File: src/rtl/core/pst_pkg.sv
// ============================================================================
// pst_pkg
// Shared types and constants for the periodic slot timer: item layouts,
// command codes and the control word that walks the slot cell chain.
// ============================================================================
package pst_pkg;

    // Command codes of the input item (code 3 is a no-op)
    typedef enum logic [1:0] {
        CMD_TICK       = 2'd0,
        CMD_REGISTER   = 2'd1,
        CMD_UNREGISTER = 2'd2
    } t_cmd;

    localparam int unsigned SUBSEC_W = 10;
    localparam logic [SUBSEC_W-1:0] MS_PER_SECOND = 10'd1000;
    localparam logic [SUBSEC_W-1:0] LAST_MS_IN_SECOND = 10'd999;

    typedef struct packed {
        logic [1:0]  command;
        logic [31:0] interval;
        logic [3:0]  slot;
    } t_in_item;

    typedef struct packed {
        logic [15:0]         fired_mask;
        logic [3:0]          granted_slot;
        logic                grant_ok;
        logic [31:0]         uptime_ms;
        logic [31:0]         uptime_seconds;
        logic [SUBSEC_W-1:0] ms_in_second;
    } t_out_item;

    // Control word handed from cell to cell
    typedef struct packed {
        logic       vld;
        logic [1:0] command;
        logic [3:0] slot;
        logic       claimed;
    } t_tok_ctl;

endpackage

File: src/rtl/core/pst_cell.sv
// ============================================================================
// pst_cell
// One slot of the timer table: holds period, last fire time and active flag,
// acts on the passing command word and hands it to the next cell.
// ============================================================================
module pst_cell #(
    parameter int CELL_IDX    = 0,
    parameter int SLOT_COUNT  = 16,
    parameter int COUNT_WIDTH = 32,
    parameter int IDX_W       = 4
) (
    input  logic                  i_clk,
    input  logic                  i_rst_n,
    input  pst_pkg::t_tok_ctl     i_ctl,
    input  logic [COUNT_WIDTH-1:0] i_time,
    input  logic [31:0]           i_interval,
    input  logic [SLOT_COUNT-1:0] i_mask,
    input  logic [IDX_W-1:0]      i_grant,
    output pst_pkg::t_tok_ctl     o_ctl,
    output logic [COUNT_WIDTH-1:0] o_time,
    output logic [31:0]           o_interval,
    output logic [SLOT_COUNT-1:0] o_mask,
    output logic [IDX_W-1:0]      o_grant
);

    localparam int CMP_W = (COUNT_WIDTH > 32) ? COUNT_WIDTH : 32;

    logic                   r_active;
    logic [31:0]            r_period;
    logic [COUNT_WIDTH-1:0] r_last;

    pst_pkg::t_tok_ctl      r_ctl;
    logic [COUNT_WIDTH-1:0] r_time;
    logic [31:0]            r_interval;
    logic [SLOT_COUNT-1:0]  r_mask;
    logic [IDX_W-1:0]       r_grant;

    logic [COUNT_WIDTH-1:0] elapsed;
    logic                   fire;
    logic                   claim;
    logic                   release_slot;
    logic [SLOT_COUNT-1:0]  n_mask;

    always_comb begin
        elapsed = i_time - r_last;
        fire = i_ctl.vld && (i_ctl.command == pst_pkg::CMD_TICK) && r_active &&
               (CMP_W'(elapsed) >= CMP_W'(r_period));
        claim = i_ctl.vld && (i_ctl.command == pst_pkg::CMD_REGISTER) &&
                !i_ctl.claimed && !r_active;
        release_slot = i_ctl.vld && (i_ctl.command == pst_pkg::CMD_UNREGISTER) &&
                       ({28'd0, i_ctl.slot} == 32'(CELL_IDX));
        n_mask = i_mask;
        n_mask[CELL_IDX] = i_mask[CELL_IDX] | fire;
    end

    // Slot state
    always_ff @(posedge i_clk) begin
        if (!i_rst_n) begin
            r_active <= 1'b0;
        end else if (claim) begin
            r_active <= 1'b1;
        end else if (release_slot) begin
            r_active <= 1'b0;
        end
    end

    always_ff @(posedge i_clk) begin
        if (claim) begin
            r_period <= i_interval;
        end
        if (claim || fire) begin
            r_last <= i_time;
        end
    end

    // Hand the command word on
    always_ff @(posedge i_clk) begin
        if (!i_rst_n) begin
            r_ctl.vld <= 1'b0;
        end else begin
            r_ctl.vld <= i_ctl.vld;
        end
        r_ctl.command <= i_ctl.command;
        r_ctl.slot    <= i_ctl.slot;
        r_ctl.claimed <= i_ctl.claimed | claim;
        r_time        <= i_time;
        r_interval    <= i_interval;
        r_mask        <= n_mask;
        r_grant       <= claim ? IDX_W'(CELL_IDX) : i_grant;
    end

    assign o_ctl      = r_ctl;
    assign o_time     = r_time;
    assign o_interval = r_interval;
    assign o_mask     = r_mask;
    assign o_grant    = r_grant;

endmodule

File: src/rtl/core/periodic_slot_timer.sv
// ============================================================================
// periodic_slot_timer
// Millisecond uptime counter with a table of periodic slots: tick, register
// and unregister commands, one result item per command item.
// ============================================================================
//
//  channel  | valid / ready             | payload
//  ---------+---------------------------+------------------------------
//  input    | i_in_valid / o_in_ready   | i_in_item  (pst_pkg::t_in_item)
//  output   | o_out_valid / i_out_ready | o_out_item (pst_pkg::t_out_item)
//
//  The accepting edge loads the launch register, the command word then walks
//  one slot cell per cycle, and the output register takes the result from
//  the last cell. One item is in the chain at a time, so the next item is
//  taken only after the word has left the last cell.
//  Reset clears the counters and all active flags at once; no clearing pass.
//  A stalled result waits in the output register, a second one in a skid
//  register; the input is not taken again until the skid register is empty.
//
module periodic_slot_timer #(
    parameter int SLOT_COUNT  = 16,
    parameter int COUNT_WIDTH = 32
) (
    input  logic               i_clk,
    input  logic               i_rst_n,
    input  logic               i_in_valid,
    output logic               o_in_ready,
    input  pst_pkg::t_in_item  i_in_item,
    output logic               o_out_valid,
    input  logic               i_out_ready,
    output pst_pkg::t_out_item o_out_item
);

    localparam int IDX_W = (SLOT_COUNT > 1) ? $clog2(SLOT_COUNT) : 1;

    // Uptime counters
    logic [COUNT_WIDTH-1:0]       r_ms, n_ms;
    logic [pst_pkg::SUBSEC_W-1:0] r_sub, n_sub;
    logic [COUNT_WIDTH-1:0]       r_sec, n_sec;

    // Launch register feeding the first cell
    pst_pkg::t_tok_ctl      r_launch_ctl;
    logic [COUNT_WIDTH-1:0] r_launch_time;
    logic [31:0]            r_launch_interval;

    // Chain links: entry 0 is the launch register, entry k is cell k-1 output
    pst_pkg::t_tok_ctl      link_ctl      [SLOT_COUNT+1];
    logic [COUNT_WIDTH-1:0] link_time     [SLOT_COUNT+1];
    logic [31:0]            link_interval [SLOT_COUNT+1];
    logic [SLOT_COUNT-1:0]  link_mask     [SLOT_COUNT+1];
    logic [IDX_W-1:0]       link_grant    [SLOT_COUNT+1];

    logic               r_busy;
    logic               r_out_v;
    pst_pkg::t_out_item r_out;
    logic               r_skid_v;
    pst_pkg::t_out_item r_skid;

    logic               in_acc;
    logic               done;
    pst_pkg::t_out_item res;

    logic [SLOT_COUNT+15:0]  mask_x;
    logic [IDX_W+3:0]        grant_x;
    logic [COUNT_WIDTH+31:0] ms_x;
    logic [COUNT_WIDTH+31:0] sec_x;

    // Accept only with the chain empty and the skid register free
    assign o_in_ready = !r_busy && !r_skid_v;
    assign in_acc     = i_in_valid && o_in_ready;
    assign done       = link_ctl[SLOT_COUNT].vld;

    // Advance the counters on an accepted tick
    always_comb begin
        n_ms  = r_ms;
        n_sub = r_sub;
        n_sec = r_sec;
        if (in_acc && (i_in_item.command == pst_pkg::CMD_TICK)) begin
            n_ms = r_ms + COUNT_WIDTH'(1);
            if (r_sub == pst_pkg::LAST_MS_IN_SECOND) begin
                n_sub = '0;
                n_sec = r_sec + COUNT_WIDTH'(1);
            end else begin
                n_sub = r_sub + pst_pkg::SUBSEC_W'(1);
            end
        end
    end

    always_ff @(posedge i_clk) begin
        if (!i_rst_n) begin
            r_ms  <= '0;
            r_sub <= '0;
            r_sec <= '0;
        end else begin
            r_ms  <= n_ms;
            r_sub <= n_sub;
            r_sec <= n_sec;
        end
    end

    // Launch the command word with the updated time
    always_ff @(posedge i_clk) begin
        if (!i_rst_n) begin
            r_launch_ctl.vld <= 1'b0;
        end else begin
            r_launch_ctl.vld <= in_acc;
        end
        if (in_acc) begin
            r_launch_ctl.command <= i_in_item.command;
            r_launch_ctl.slot    <= i_in_item.slot;
            r_launch_ctl.claimed <= 1'b0;
            r_launch_time        <= n_ms;
            r_launch_interval    <= i_in_item.interval;
        end
    end

    assign link_ctl[0]      = r_launch_ctl;
    assign link_time[0]     = r_launch_time;
    assign link_interval[0] = r_launch_interval;
    assign link_mask[0]     = '0;
    assign link_grant[0]    = '0;

    // Row of slot cells, one per table entry
    for (genvar g = 0; g < SLOT_COUNT; g++) begin : g_cell
        pst_cell #(
            .CELL_IDX   (g),
            .SLOT_COUNT (SLOT_COUNT),
            .COUNT_WIDTH(COUNT_WIDTH),
            .IDX_W      (IDX_W)
        ) u_cell (
            .i_clk      (i_clk),
            .i_rst_n    (i_rst_n),
            .i_ctl      (link_ctl[g]),
            .i_time     (link_time[g]),
            .i_interval (link_interval[g]),
            .i_mask     (link_mask[g]),
            .i_grant    (link_grant[g]),
            .o_ctl      (link_ctl[g+1]),
            .o_time     (link_time[g+1]),
            .o_interval (link_interval[g+1]),
            .o_mask     (link_mask[g+1]),
            .o_grant    (link_grant[g+1])
        );
    end

    // Hold busy from acceptance until the word leaves the last cell
    always_ff @(posedge i_clk) begin
        if (!i_rst_n) begin
            r_busy <= 1'b0;
        end else if (in_acc) begin
            r_busy <= 1'b1;
        end else if (done) begin
            r_busy <= 1'b0;
        end
    end

    // Assemble the result; fit parameter widths to the fixed item widths
    always_comb begin
        mask_x  = {16'd0, link_mask[SLOT_COUNT]};
        grant_x = {4'd0, link_grant[SLOT_COUNT]};
        ms_x    = {32'd0, r_ms};
        sec_x   = {32'd0, r_sec};
        res.fired_mask     = mask_x[15:0];
        res.granted_slot   = grant_x[3:0];
        res.grant_ok       = link_ctl[SLOT_COUNT].claimed;
        res.uptime_ms      = ms_x[31:0];
        res.uptime_seconds = sec_x[31:0];
        res.ms_in_second   = r_sub;
    end

    // Output register with one skid entry behind it
    always_ff @(posedge i_clk) begin
        if (!i_rst_n) begin
            r_out_v  <= 1'b0;
            r_skid_v <= 1'b0;
        end else if (!r_out_v || i_out_ready) begin
            if (r_skid_v) begin
                r_out_v  <= 1'b1;
                r_skid_v <= 1'b0;
            end else begin
                r_out_v <= done;
            end
        end else if (done) begin
            r_skid_v <= 1'b1;
        end
    end

    always_ff @(posedge i_clk) begin
        if (!r_out_v || i_out_ready) begin
            if (r_skid_v) begin
                r_out <= r_skid;
            end else if (done) begin
                r_out <= res;
            end
        end else if (done) begin
            r_skid <= res;
        end
    end

    assign o_out_valid = r_out_v;
    assign o_out_item  = r_out;

endmodule

File: config.mk
export PLATFORM = sky130hd
export DESIGN_NAME = periodic_slot_timer
export DESIGN_NICKNAME = d
export VERILOG_FILES = /design/src/rtl/core/pst_pkg.sv /design/src/rtl/core/pst_cell.sv /design/src/rtl/core/periodic_slot_timer.sv
export SDC_FILE = /design/constraint.sdc
export NUM_CORES = 2
export LEC_CHECK = 0
export ABC_AREA = 0
export BUFFER_PORTS_ARGS = -buffer_cell sky130_fd_sc_hd__buf_4
export CORE_UTILIZATION = 63
export DETAILED_ROUTE_END_ITERATION = 8
export PLACE_DENSITY_LB_ADDON = 0.2
export SETUP_SLACK_MARGIN = 0.15
export SYNTH_ARGS = -nofsm -noshare
export SYNTH_HDL_FRONTEND = slang
export SYNTH_HIERARCHICAL = 1
export SYNTH_SLANG_ARGS = --single-unit
File: constraint.sdc
create_clock -name i_clk -period 6.56 [get_ports i_clk]
set_input_delay 0.656 -clock i_clk [delete_from_list [all_inputs] [get_ports i_clk]]
set_output_delay 0.656 -clock i_clk [all_outputs]
set_load 0.03 [all_outputs]
==> impl_metrics.yaml <==
outcome:
  status: "complete, no violations"
min_path:
  hold_depth: 3
  hold_path_class: "in -> reg"
  holdPathEnd: "r_skid_v"
  worst_hold_startpoint: "i_out_ready"
worst_setup_path:
  worst_path_max_delay_cell: "dfxtp_1"
  cell_count_along_the_critical_path: 18
  cp_num_buf_inv: 2
  reg2regPathDepth: 18
  critPathLaunchType: "flip-flop"
  critical_path.max_stage_delay_ns: 0.66
  critical_path.endpoint_type: "flip-flop"
  category_of_the_most_critical_setup_path: "reg -> reg"
  path_cells: "inv_1 -> ha_1 -> nand2b_1 -> a21oi_1 -> o2111ai_1 -> a21oi_1 -> a311oi_1 -> nor3_1 -> xor2_1 -> ha_1 -> a21o_1 -> a21o_1 -> a21oi_1 -> o21ai_0 -> a2111oi_0 -> a2111o_1 -> nand2_1 -> buf_4"
  cp.arrival_ns: 5.74
  critical_path.max_fanout: 32
  r2r_slack_ns: 1.33
  r2r_end: "g_cell[8].u_cell/r_last[11]"
  crit_family: "compound AO/OA/AOI/OAI gates"
  worst_ep_required_time_ns: 7.07
  r2r_start: "g_cell[7].u_cell/o_time[0]"
  critical_path.most_common_cell: "a21oi_1"
cells_and_area:
  final_nets: 11020
  syn_to_final_growth_pct: 11.91
  nFillCells: 12700
  post_route_cells_drive_above_1_share_pct: 9.750
global_route:
  pin_count_of_the_biggest_net_entering_global_routing: 106
  track_usage_pct: 27.75
  grt_pass1_vias: 72080
  overflow: 0
  grt_pass1_wl_microns: 402600
  grt_antenna_before_repair: 10
route:
  drt_iter0_drc: 5831
  drt_first_pass_iters: 8
  postRouteWirelength_microns: 260000
  vias_per_cell: 5.749
  postRouteAntennaNets: 0
  num_vias: 72680
  detailroute.wirelength.met2_microns: 125900
  top_layer_used: "met4"
  met3WireLength_microns: 13710
  m1WireLength_microns: 110200
  count_of_unresolved_drc_violations_after_routing: 0
  post_drt_wl_per_cell_microns: 20.57
cts:
  postCtsSetupRepairBufs: 0
  numCtsBuffers: 294
  cts_tree: "done"
  h-tree-depth: 5
  clkSlewWorstSetupHoldPaths_ns: 0.06
  post_cts.resized_instances: 0
  clock_sink_count: 2780
  clk_latency_ns: 0.91
  maximum_count_of_clock_buffers_along_a_single_path: 4
  cts_root_buf: "clkbuf_16"
place:
  place_worst_setup_slack_ns: 1.445
  detailed_place_hpwl_microns: 194900
  port-buffer-count: 138
  gp_congestion: 0.9404
power:
  irDropWorstVdd_v: 0.0002906
  p_per_area_mw_per_mm2: 290.8
  power.static_leakage_nw: 55.66
  design_power_total_mw: 37.72
floorplan:
  initial_standard_cell_utilization_of_the_core_pct: 63.38
  die-area_sq_mm: 0.1857
  die_y_microns: 430.9
  design.portCount: 139
  floorplan.core_area_sq_mm: 0.1829
  fp.dieW_microns: 430.9
  std_cell_rows: 157
sta:
  slew_hr_pct: 22.30
  report.final.hold_viol_count: 0
  worst_max_slew_pin_slew_ns: 1.150
  setup_viol_count_final: 0
  unrepaired_setup_endpoints_after_global_routing: "false"
  worst_clock_skew_ns: 0.05417
  min_period_over_period_pct: 79.75
  maxSlewViolCount: 0
  min_period_ns: 5.232
  fmaxAchievable_mhz: 191.1
  final_critical_path_setup_slack_ns: 1.328
  totalNegativeSetupSlack_ns: 0
yosys:
  synth.cell_area_sq_mm: 0.1159
  number_of_instances_in_the_synthesized_netlist: 9587
  syn_avg_cell_area_sq_um: 12.09
  synth_warnings: 6
job:
  maxCapViolations: 0
==> report_power, final <==
| group | internal (mW) | total, mW | switching, mW |
|---|---|---|---|
| logic | 0.987 | 2.30 | 1.31 |
| registers | 18.6 | 19.1 | 0.470 |
| clock network | 9.77 | 16.3 | 6.56 |
==> registers in the layout, indices dropped and copies added, names as in the netlist <==
signal and flops:
link_ctl 7, g_cell.u_cell/o_grant 64, r_skid_v 1, g_cell.u_cell/o_interval 480, r_skid 95, r_busy 1, r_sub 10, g_cell.u_cell/o_ctl 122
r_sec 32, r_ms 32, r_launch_time 32, o_out_item 95, o_out_valid 1, g_cell.u_cell/o_mask 256, g_cell.u_cell/o_time 480, r_launch_interval 32
g_cell.u_cell/r_active 16, g_cell.u_cell/r_period 512, g_cell.u_cell/r_last 512
==> final cells by class <==
type                    instances  area, sq um  share of cell area (%)
diodes                          4        10.01                0.007716
clock inverters               117         1164                  0.8970
well taps                    2464         3083                   2.377
clock buffers                 404         8432                   6.500
flip-flops and latches       2780        68510                   52.81
repair buffers                207         1652                   1.273
inverters                    1114         4182                   3.223
multi-input cells            5552        42690                   32.91
==> worst reg2reg max path, stage by stage (launching register included) <==
cell	delay (ns)
dfxtp_1	0.66
inv_1	0.11
ha_1	0.22
nand2b_1	0.16
a21oi_1	0.26
o2111ai_1	0.30
a21oi_1	0.45
a311oi_1	0.17
nor3_1	0.27
xor2_1	0.14
ha_1	0.31
a21o_1	0.12
a21o_1	0.11
a21oi_1	0.05
o21ai_0	0.31
a2111oi_0	0.13
a2111o_1	0.53
nand2_1	0.10
buf_4	0.40
==> cells in the final DEF, fill, tap and decap left out, types with 30 or more instances in the layout <==
cell type      instances
dfxtp_1             1495
edfxtp_1            1284
inv_1               1113
ha_1                1011
a21oi_1              645
nand2_1              408
nor2_1               390
a21o_1               363
xnor2_1              320
clkbuf_16            311
o21ai_0              299
nand4_1              201
xor2_1               198
buf_4                168
nand3_1              117
nor2b_1              105
and2_1               103
o21ai_1               91
mux2_2                86
nand2b_1              76
or2_2                 71
clkbuf_1              63
a211oi_1              55
o211ai_1              54
clkinv_2              51
o21a_1                51
and3_1                50
a31oi_1               49
o21bai_1              49
nor3_1                39
dlygate4sd3_1         39
o2111ai_1             34
a221oi_1              33
and4_1                30
clkbuf_8              30
==> worst max path at each step <==
stage	endpoint	from
detailed placement	g_cell[8].u_cell/r_last[0]	g_cell[7].u_cell/o_time[0]
finish	g_cell[8].u_cell/r_last[11]	g_cell[7].u_cell/o_time[0]
global route	g_cell[8].u_cell/r_last[11]	g_cell[7].u_cell/o_time[0]
CTS	g_cell[8].u_cell/r_last[20]	g_cell[7].u_cell/o_time[0]
floorplan	o_out_item[0]	r_skid_v
global placement	g_cell[8].u_cell/r_last[1]	g_cell[7].u_cell/o_time[0]
==> repair_timing <==
item | in CTS | in global routing
hold buffers | 39 | 0
endpoints found under the setup margin | 0 | 0
hold endpoints to repair | 41 | 0
==> through the flow <==
step           util (%)  hold WS (ns)  cells  area (sq um)
4_1_cts           70.93       0.07072  12640        129700
6_report          70.93        0.1318  12640        129700
5_1_grt           70.93        0.1080  12640        129700
2_1_floorplan         -        0.3096   9608        116000
3_5_place_dp      65.46        0.3121  12080        119700
3_3_place_gp      65.46        0.3095  12080        119700
==> routing by layer <==
layer,GRT usage [%],vias up
met2,46.83,2222
met5,0,-
met3,3.418,615
met1,36.54,34930
li1,-,34910
met4,10.85,0
(Power assumes the default switching activity.)
